==> src/design/cfsp_pkg.sv <==
package cfsp_pkg;

  localparam int COORD_BITS = 16;
  localparam int FRAC_BITS  = 14;
  localparam int DIR_BITS   = 16;
  localparam int MAG_BITS   = DIR_BITS;
  localparam int DVD_BITS   = MAG_BITS + FRAC_BITS + 1;
  localparam int SAT_BITS   = ((DVD_BITS > COORD_BITS) ? DVD_BITS : COORD_BITS) + 1;
  localparam int LATENCY    = DVD_BITS + 2;
  localparam int FACE_BITS  = 3;
  localparam int NUM_FACES  = 6;

  localparam logic [FACE_BITS-1:0] FACE_POS_X = 3'd0;
  localparam logic [FACE_BITS-1:0] FACE_NEG_X = 3'd1;
  localparam logic [FACE_BITS-1:0] FACE_POS_Y = 3'd2;
  localparam logic [FACE_BITS-1:0] FACE_NEG_Y = 3'd3;
  localparam logic [FACE_BITS-1:0] FACE_POS_Z = 3'd4;
  localparam logic [FACE_BITS-1:0] FACE_NEG_Z = 3'd5;

  localparam logic [1:0] AXIS_X = 2'd0;
  localparam logic [1:0] AXIS_Y = 2'd1;
  localparam logic [1:0] AXIS_Z = 2'd2;

  typedef struct packed {
    logic       neg;
    logic [1:0] axis;
  } src_t;

  typedef struct packed {
    src_t s;
    src_t t;
    src_t d;
  } route_t;

  typedef struct packed {
    logic [MAG_BITS-1:0] rem;
    logic [DVD_BITS-1:0] dq;
  } lane_t;

  typedef struct packed {
    logic                 vld;
    logic [FACE_BITS-1:0] face;
    logic                 ok;
    logic                 neg_s;
    logic                 neg_t;
    logic [MAG_BITS-1:0]  md;
    lane_t                s;
    lane_t                t;
  } stage_t;

  function automatic src_t mk_src(input logic neg, input logic [1:0] axis);
    src_t r;
    r.neg  = neg;
    r.axis = axis;
    return r;
  endfunction

  function automatic route_t face_route(input logic [FACE_BITS-1:0] f);
    route_t r;
    r.s = mk_src(1'b0, AXIS_X);
    r.t = mk_src(1'b0, AXIS_X);
    r.d = mk_src(1'b0, AXIS_X);
    case (f)
      FACE_POS_X: begin
        r.s = mk_src(1'b1, AXIS_Y);
        r.t = mk_src(1'b0, AXIS_Z);
        r.d = mk_src(1'b0, AXIS_X);
      end
      FACE_NEG_X: begin
        r.s = mk_src(1'b0, AXIS_Y);
        r.t = mk_src(1'b0, AXIS_Z);
        r.d = mk_src(1'b1, AXIS_X);
      end
      FACE_POS_Y: begin
        r.s = mk_src(1'b0, AXIS_X);
        r.t = mk_src(1'b0, AXIS_Z);
        r.d = mk_src(1'b0, AXIS_Y);
      end
      FACE_NEG_Y: begin
        r.s = mk_src(1'b1, AXIS_X);
        r.t = mk_src(1'b0, AXIS_Z);
        r.d = mk_src(1'b1, AXIS_Y);
      end
      FACE_POS_Z: begin
        r.s = mk_src(1'b1, AXIS_Y);
        r.t = mk_src(1'b1, AXIS_X);
        r.d = mk_src(1'b0, AXIS_Z);
      end
      FACE_NEG_Z: begin
        r.s = mk_src(1'b1, AXIS_Y);
        r.t = mk_src(1'b0, AXIS_X);
        r.d = mk_src(1'b1, AXIS_Z);
      end
      default: begin
        r.s = mk_src(1'b0, AXIS_X);
      end
    endcase
    return r;
  endfunction

endpackage

==> src/design/cfsp_front.sv <==
module cfsp_front (
  input  logic                                   clk,
  input  logic                                   rst,
  input  logic                                   start,
  input  logic                                   command,
  input  logic [cfsp_pkg::FACE_BITS-1:0]         face_in,
  input  logic signed [cfsp_pkg::DIR_BITS-1:0]   dir_x,
  input  logic signed [cfsp_pkg::DIR_BITS-1:0]   dir_y,
  input  logic signed [cfsp_pkg::DIR_BITS-1:0]   dir_z,
  output cfsp_pkg::stage_t                       dout
);
  import cfsp_pkg::*;

  logic signed [DIR_BITS-1:0] comp [3];
  logic [MAG_BITS-1:0]        mag [4];
  logic                       sgn [4];
  logic [FACE_BITS-1:0]       chosen;
  logic [FACE_BITS-1:0]       face_sel;
  logic                       face_ok;
  route_t                     rt;
  logic [MAG_BITS-1:0]        ms;
  logic [MAG_BITS-1:0]        mt;
  logic                       d_sgn;
  logic                       s_sgn;
  logic                       t_sgn;
  stage_t                     dout_next;

  always_comb begin
    comp[0] = dir_x;
    comp[1] = dir_y;
    comp[2] = dir_z;
    for (int i = 0; i < 3; i++) begin
      sgn[i] = comp[i][DIR_BITS-1];
      mag[i] = comp[i][DIR_BITS-1] ? MAG_BITS'(-comp[i]) : MAG_BITS'(comp[i]);
    end
    mag[3] = '0;
    sgn[3] = 1'b0;

    if (mag[0] > mag[1] && mag[0] > mag[2]) begin
      chosen = sgn[0] ? FACE_NEG_X : FACE_POS_X;
    end else if (mag[1] > mag[2] && mag[1] > mag[0]) begin
      chosen = sgn[1] ? FACE_NEG_Y : FACE_POS_Y;
    end else begin
      chosen = sgn[2] ? FACE_NEG_Z : FACE_POS_Z;
    end

    face_sel = command ? face_in : chosen;
    face_ok  = face_sel < FACE_BITS'(NUM_FACES);
    rt       = face_route(face_sel);

    ms    = mag[rt.s.axis];
    mt    = mag[rt.t.axis];
    s_sgn = sgn[rt.s.axis] ^ rt.s.neg;
    t_sgn = sgn[rt.t.axis] ^ rt.t.neg;
    d_sgn = sgn[rt.d.axis] ^ rt.d.neg;

    dout_next.vld   = start && !rst;
    dout_next.face  = face_sel;
    dout_next.md    = mag[rt.d.axis];
    dout_next.ok    = face_ok && (mag[rt.d.axis] != '0);
    dout_next.neg_s = s_sgn ^ d_sgn;
    dout_next.neg_t = t_sgn ^ d_sgn;
    dout_next.s.rem = '0;
    dout_next.t.rem = '0;
    dout_next.s.dq  = DVD_BITS'({ms, {FRAC_BITS{1'b0}}})
                    + DVD_BITS'(mag[rt.d.axis] >> 1);
    dout_next.t.dq  = DVD_BITS'({mt, {FRAC_BITS{1'b0}}})
                    + DVD_BITS'(mag[rt.d.axis] >> 1);
  end

  always_ff @(posedge clk) begin
    dout <= dout_next;
  end

endmodule

==> src/design/cfsp_div_cell.sv <==
module cfsp_div_cell (
  input  logic             clk,
  input  logic             rst,
  input  cfsp_pkg::stage_t din,
  output cfsp_pkg::stage_t dout
);
  import cfsp_pkg::*;

  stage_t dout_next;

  function automatic lane_t lane_step(input lane_t l, input logic [MAG_BITS-1:0] md);
    logic [MAG_BITS:0] shifted;
    logic [MAG_BITS:0] trial;
    logic              qbit;
    lane_t             r;
    shifted = {l.rem, l.dq[DVD_BITS-1]};
    trial   = shifted - {1'b0, md};
    qbit    = !trial[MAG_BITS];
    r.rem   = qbit ? trial[MAG_BITS-1:0] : shifted[MAG_BITS-1:0];
    r.dq    = {l.dq[DVD_BITS-2:0], qbit};
    return r;
  endfunction

  always_comb begin
    dout_next     = din;
    dout_next.vld = din.vld && !rst;
    dout_next.s   = lane_step(din.s, din.md);
    dout_next.t   = lane_step(din.t, din.md);
  end

  always_ff @(posedge clk) begin
    dout <= dout_next;
  end

endmodule

==> src/design/cfsp_back.sv <==
module cfsp_back (
  input  logic                                 clk,
  input  logic                                 rst,
  input  cfsp_pkg::stage_t                     din,
  output logic                                 done,
  output logic [cfsp_pkg::FACE_BITS-1:0]       face,
  output logic signed [cfsp_pkg::COORD_BITS-1:0] s_coord,
  output logic signed [cfsp_pkg::COORD_BITS-1:0] t_coord,
  output logic                                 projected_ok,
  output logic                                 saturated
);
  import cfsp_pkg::*;

  typedef struct packed {
    logic                  sat;
    logic [COORD_BITS-1:0] v;
  } coord_res_t;

  localparam logic [SAT_BITS-1:0] LIM = SAT_BITS'(1) << (COORD_BITS - 1);

  coord_res_t rs;
  coord_res_t rt;

  function automatic coord_res_t clip(input logic [DVD_BITS-1:0] q, input logic neg);
    logic [SAT_BITS-1:0] qx;
    logic [SAT_BITS-1:0] qc;
    coord_res_t          r;
    qx    = {{(SAT_BITS-DVD_BITS){1'b0}}, q};
    r.sat = 1'b0;
    qc    = qx;
    if (neg) begin
      if (qx > LIM) begin
        qc    = LIM;
        r.sat = 1'b1;
      end
      qc = '0 - qc;
    end else begin
      if (qx > LIM - SAT_BITS'(1)) begin
        qc    = LIM - SAT_BITS'(1);
        r.sat = 1'b1;
      end
    end
    r.v = qc[COORD_BITS-1:0];
    return r;
  endfunction

  always_comb begin
    rs = clip(din.s.dq, din.neg_s);
    rt = clip(din.t.dq, din.neg_t);
  end

  always_ff @(posedge clk) begin
    face         <= din.face;
    projected_ok <= din.ok;
    s_coord      <= din.ok ? rs.v : '0;
    t_coord      <= din.ok ? rt.v : '0;
    saturated    <= din.ok && (rs.sat || rt.sat);
    if (rst) begin
      done <= 1'b0;
    end else begin
      done <= din.vld;
    end
  end

endmodule

==> src/design/cubemap_face_select_project_unit.sv <==
// Cube map face selection and projection. One direction word is taken per
// cycle, every cycle (busy stays low), and its result is registered through
// the input stage, the divider cells and the output stage onto the ports,
// strobed by done for that one cycle; results leave in the order words
// arrived and the receiver cannot hold them off.
// The divider is a row of 31 restoring cells, one
// quotient bit per cell for s and t together, between an input stage that
// picks the face and operands and an output stage that signs and clips.
module cubemap_face_select_project_unit (
  input  logic                                   clk,
  input  logic                                   rst,
  input  logic                                   start,
  output logic                                   busy,
  input  logic                                   command,
  input  logic [cfsp_pkg::FACE_BITS-1:0]         face_in,
  input  logic signed [cfsp_pkg::DIR_BITS-1:0]   dir_x,
  input  logic signed [cfsp_pkg::DIR_BITS-1:0]   dir_y,
  input  logic signed [cfsp_pkg::DIR_BITS-1:0]   dir_z,
  output logic                                   done,
  output logic [cfsp_pkg::FACE_BITS-1:0]         face,
  output logic signed [cfsp_pkg::COORD_BITS-1:0] s_coord,
  output logic signed [cfsp_pkg::COORD_BITS-1:0] t_coord,
  output logic                                   projected_ok,
  output logic                                   saturated
);
  import cfsp_pkg::*;

  stage_t chain [DVD_BITS+1];

  assign busy = 1'b0;

  cfsp_front u_front (
    .clk     (clk),
    .rst     (rst),
    .start   (start),
    .command (command),
    .face_in (face_in),
    .dir_x   (dir_x),
    .dir_y   (dir_y),
    .dir_z   (dir_z),
    .dout    (chain[0])
  );

  for (genvar g = 0; g < DVD_BITS; g++) begin : g_cell
    cfsp_div_cell u_cell (
      .clk  (clk),
      .rst  (rst),
      .din  (chain[g]),
      .dout (chain[g+1])
    );
  end

  cfsp_back u_back (
    .clk          (clk),
    .rst          (rst),
    .din          (chain[DVD_BITS]),
    .done         (done),
    .face         (face),
    .s_coord      (s_coord),
    .t_coord      (t_coord),
    .projected_ok (projected_ok),
    .saturated    (saturated)
  );

  a_latency: assert property (@(posedge clk) disable iff (rst)
    (start && !busy) |-> ##LATENCY done)
    else $error("result strobe missing after fixed latency");

  a_degen_zero: assert property (@(posedge clk) disable iff (rst)
    (done && !projected_ok) |-> (s_coord == '0 && t_coord == '0 && !saturated))
    else $error("degenerate result carries coordinates");

  a_ok_face: assert property (@(posedge clk) disable iff (rst)
    (done && projected_ok) |-> (face < FACE_BITS'(NUM_FACES)))
    else $error("projection made on an invalid face");

  a_sat_ok: assert property (@(posedge clk) disable iff (rst)
    (done && saturated) |-> projected_ok)
    else $error("saturation flagged without a projection");

endmodule
==> config.mk <==
export PLATFORM = sky130hd
export DESIGN_NAME = cubemap_face_select_project_unit
export DESIGN_NICKNAME = d
export VERILOG_FILES = /design/src/design/cfsp_pkg.sv /design/src/design/cfsp_front.sv /design/src/design/cfsp_div_cell.sv /design/src/design/cfsp_back.sv /design/src/design/cubemap_face_select_project_unit.sv
export SDC_FILE = /design/constraint.sdc
export NUM_CORES = 2
export LEC_CHECK = 0
export ABC_AREA = 1
export BUFFER_PORTS_ARGS = -buffer_cell sky130_fd_sc_hd__buf_2
export CORE_MARGIN = 1
export CORE_UTILIZATION = 55
export DETAILED_ROUTE_END_ITERATION = 10
export GPL_ROUTABILITY_DRIVEN = 1
export GPL_TIMING_DRIVEN = 0
export PLACE_DENSITY = 0.78
export SETUP_SLACK_MARGIN = 0.2
export SYNTH_ARGS = -nofsm -noshare
export SYNTH_HDL_FRONTEND = slang
export SYNTH_SLANG_ARGS = --single-unit
==> constraint.sdc <==
create_clock -name clk -period 3.85 [get_ports clk]
set_clock_uncertainty 0.15 [all_clocks]
set_input_delay 0.1925 -clock clk [delete_from_list [all_inputs] [get_ports clk]]
set_output_delay 0.1925 -clock clk [all_outputs]
set_load 0.005 [all_outputs]
# Yosys cells after proc, flatten, opt, wreduce, memory -nomap -nowiden

Index checks and enable logic that the tools add are counted.

Bits in registers: 3,702
Input bits: 55
Output and inout bits: 39
Logic and storage cells: 623

Add/sub/neg operators: 69
$lt $le $gt $ge: 12
Equality and inequality tests: 5
Muxes and demuxes: 103
Bitwise gates (word level): 8
Reduce and logical (&&, ||, !) cells: 103

Operator list:

| operator                | count |
|---|---|
| $mux W16                | 75 |
| $sub A17 B16 Y17        | 60 |
| $bmux W16 S2            | 3 |
| $gt A16 B16 Y1          | 4 |
| $logic_not A1 Y1        | 63 |
| $add A30 B15 Y31        | 2 |
| $gt A31 B15 Y1 const B  | 2 |
| $gt A31 B16 Y1 const B  | 2 |
| $neg A16 Y16            | 3 |
| $logic_and A1 B1 Y1     | 36 |
| $pmux W6 S6             | 1 |
| $sub A1 B16 Y17         | 2 |
| $sub A1 B16 Y16 const A | 2 |
| $mux W1                 | 17 |
| $reduce_bool A16 Y1     | 1 |
| $ge A3 B3 Y1 const B    | 3 |
| $mux W3                 | 3 |
| $not A2 Y3              | 3 |
| $pmux W3 S3             | 1 |
| $bmux W1 S2             | 3 |
| $eq A3 B2 Y1 const B    | 2 |
| $eq A3 B3 Y1 const B    | 2 |
| $xor A1 B1 Y1           | 5 |
| $eq A3 B1 Y1 const B    | 1 |
| other kinds (4)         | 4 |

# Logic depth before layout (Yosys ltp)

Depth after elaboration: 16
Gate-level depth with buffers: 38

# Cells and area by module

From an unflattened synthesis, not the netlist that was laid out.

Cells, all modules: 22,040
Area, all modules: 168,253.9 sq um

Modules (own cells, without submodules):

| module                                 | times used | cells each | area each (sq um) |
|---|---|---|---|
| cfsp_div_cell at g_cell[0].u_cell ...  | 21         | 668        | 5,132.4 |
| cfsp_div_cell at g_cell[29].u_cell ... | 6          | 669        | 5,208.7 |
| cfsp_div_cell at g_cell[30].u_cell ... | 4          | 669        | 5,180.0 |
| cfsp_front                             | 1          | 914        | 5,957.0 |
| cfsp_back                              | 1          | 406        | 2,532.4 |
| cubemap_face_select_project_unit       | 1          | 2          | 11.3 |

# Least setup slack after synthesis

No wires, ideal clock.

Path type: input -> register
From: input dir_x[2] (netlist bit)
To: register u_front.dout[73] (netlist bit)
Setup time: 118 ps
Arrival: 3,852 ps
Required time: 3,582 ps
Setup slack: -270 ps
Stages: 29
Path buffers: 2
Cells stage by stage: inv_2 > nand2_1 > nor2_2 > nand3_1 > nor3_1 > inv_1 > nor4_1 > ha_1 > nand2_1 > inv_1 > nand4_1 > o211ai_1 > a21oi_1 > nand2_1 > inv_2 > nand3_4 > nand2_4 > buf_12 > nand3_4 > buf_4 > nand3_1 > nand3_1 > inv_1 > ha_1 > ha_1 > nand2_1 > nor2_1 > nand3_1 > xor2_1

RTL lines:

| element                | RTL line                               | text |
|---|---|---|
| start: declaration     | cubemap_face_select_project_unit.sv:16 | `input logic signed [cfsp_pkg::DIR_BITS-1:0] dir_x,` |
| end signal: assignment | cfsp_front.sv:72                       | `dout <= dout_next;` |
| end: declaration       | cfsp_front.sv:10                       | `output cfsp_pkg::stage_t dout` |

==> results_dict.tcl <==
set metrics [dict create \
    report.final.slew_viol_count 0 \
    design.die.area_um2 207200 \
    dp_hpwl_um 202900 \
    final_nets 13670 \
    antenna_found_initial 6 \
    rr_startpoint "g_cell[24].u_cell.dout[100]" \
    violations "design-rule violations" \
    track_usage_pct 25.39 \
    fmax_ghz 0.2756 \
    cts_htree_levels 5 \
    synth_edf_count 0 \
    cp.required_ns 4.54 \
    r2r-end "g_cell[25].u_cell.dout[38]" \
    drt.antenna.violating_nets 0 \
    worstHoldStart "dir_x[15]" \
    cp_common_cell "nand3_4" \
    cts_tree "done" \
    ys_types 57 \
    synthFlopType "dfxtp_1" \
    cts_made_buffers 308 \
    slowest_delay_ns 0.31 \
    worst_pin_slew_ns 1.090 \
    final_util_pct 64.67 \
    ys_warn_count 0 \
    firstDrtPassIters 10 \
    rsz0062_at_grt "yes" \
    clock_latency_ns 0.93 \
    fillCellCount 16070 \
    drt_drc_violations_left 1 \
    clk_pin_slew_worst_paths_ns 0.06 \
    fin_crit_sh_pct 94.23 \
    chipWidth_um 455.2 \
    root_buffer "clkbuf_16" \
    cp_slowest_cell "o211ai_1" \
    grt_max_degree 18 \
    worstSetupStartpointType "input port" \
    ys_seq_elements 3016 \
    crit_type "in -> reg" \
    ios 94 \
    io_buffers 89 \
    postSynth.asyncResetShare_pct 0 \
    clockBufferDepth 4 \
    rows 166 \
    instances_no_fill 15470 \
    grt.overflow.total 0 \
    clock_sinks 3016 \
    wire_per_inst_um 17.51 \
    drive_above_1_share_pct 11.28 \
    status "finished, violations left" \
    avgSynthCellArea_um2 9.529 \
    routed_wl_um 270900 \
    finalCriticalPeriod_ns 3.628 \
    max_slew_margin_pct 26.75 \
    hold_viol_final 0 \
    layout_commonest_cell "dfxtp_1" \
    fin_setup_tns_ns 0 \
    fp.dieH_um 455.2 \
    cp_data_arrival_time_ns 4.32 \
    ys_seq_area_share_pct 53.44 \
    stdcell_area_um2 132200 \
    maxCapViolCount 0 \
    grt_pass1_wl_um 417900 \
    viasPerCell 5.246 \
    synthesis.area_um2 113000 \
    rrSetupSlack_ns 0.26 \
    hp-class "in -> reg" \
    place_area_um2 117100 \
    holdPathEnd "u_front.dout[110]" \
    endpoint_kind "flop" \
    grt_pass1_vias 79880 \
    drt_iter0_drc 5416 \
    min_path_cells 8 \
    coreArea_um2 204400 \
    final_cell_mix "dfxtp_1 (3001), a21oi_1 (1372), nand2_1 (1331), inv_1 (1271), ha_1 (985)" \
    r2r_cells 14 \
    gp_congestion 0.9598 \
    finalSetupViolCount 0 \
    netlist_instances 11860 \
    dpl.cell_count 14650 \
    syn_to_final_growth_pct 16.98 \
    initial_utilization_pct 55.28 \
    routed-via-count 81170 \
    cp_max_fo 5 \
]
## through the flow
stage | setup slack [ns] | hold slack, ns
5_1_grt | 0.02892 | 0.03602
6_report | 0.2220 | 0.06426
3_3_place_gp | -1.675 | 0.1597
2_1_floorplan | 0.02835 | 0.1495
4_1_cts | 0.1660 | 0.01402
3_5_place_dp | -1.784 | 0.1621
## critical path, delay by kind of cell
family	cells	cell delay (ns)
AND/OR/NAND/NOR	18	1.84
adder cells (fa/ha/maj)	3	0.66
buffers and inverters	11	1.01
XOR/XNOR	1	0.28
AO/OA/AOI/OAI	1	0.31
## cells by family after synthesis
group                    count (synthesis)  synth area share (%)
XOR/XNOR                               904                 7.008
AND/OR/NAND/NOR                       2934                 10.74
other                                    1              0.003319
buffers and inverters                 1539                 5.266
flip-flops                            3016                 53.44
AO/OA/AOI/OAI                         2403                 11.43
adder cells (fa/ha/maj)               1060                 12.12
## synthesized netlist by cell type (all sizes together), types with 58 or more instances
cell,instances,share of area [%]
o21bai,67,0.45
clkbuf,124,0.41
fa,58,1.0
xor2,450,3.5
nor2,939,3.2
buf,80,0.42
o21ai,573,2.6
xnor2,454,3.5
ha,1002,11
nand2,1396,4.7
a21oi,1499,6.6
dfxtp,3016,53
nand3,444,2.0
nor3,67,0.31
a21o,68,0.45
inv,1327,4.4
## routing by layer
metal | up-vias | GRT usage (%) | routed length [um]
met3 | 784 | 3.359 | 12150
met1 | 37710 | 30.39 | 112700
met5 | - | 0 | 13
met4 | 2 | 14.37 | 16440
met2 | 2270 | 43.81 | 129600
li1 | 40400 | - | -
## registers in the layout, summed over array words and instances, names as in the netlist
signal / flops
u_back.projected_ok: 1
g_cell.u_cell.dout: 2921
u_back.saturated: 1
u_back.done: 1
u_back.s_coord: 16
u_back.t_coord: 16
u_back.face: 3
u_front.dout: 57
## what timing repair did
action,4_1_cts,5_1_grt
setup buffers,95,84
cloned,0,4
hold endpoints to repair,84,1
setup endpoints to repair,774,826
hold buffers,104,1
pin swaps,51,100
resized for setup,244,564
## worst max path at each step
stage	start	end	slack (ns)	cells after the start
final	dir_z[0]	u_front.dout[76]	0.22	34
after global routing	dir_z[0]	u_front.dout[28]	0.03	37
after CTS	g_cell[0].u_cell.dout[30]	g_cell[1].u_cell.dout[38]	0.17	22
after detailed placement	dir_y[0]	u_front.dout[20]	-1.78	34
after global placement	dir_y[0]	u_front.dout[20]	-1.67	34
after floorplan	dir_y[1]	u_front.dout[28]	0.03	34
## area by class of cell
class                   instances  area (um2)  share of cell area (%)
plain buffers                 204        1471                   1.113
clock inverters               127        1528                   1.156
diodes                          2       5.005                0.003787
clock buffers                 408        8618                   6.521
multi-input cells            7318       48770                   36.90
inverters                    1335        5079                   3.842
repair buffers                375        2932                   2.218
flip-flops and latches       3016       60400                   45.70
well taps                    2688        3363                   2.545
Power is left out: the tool's default activity adds up to more than one toggle a clock period on the data nets, which glitch-free logic cannot reach.
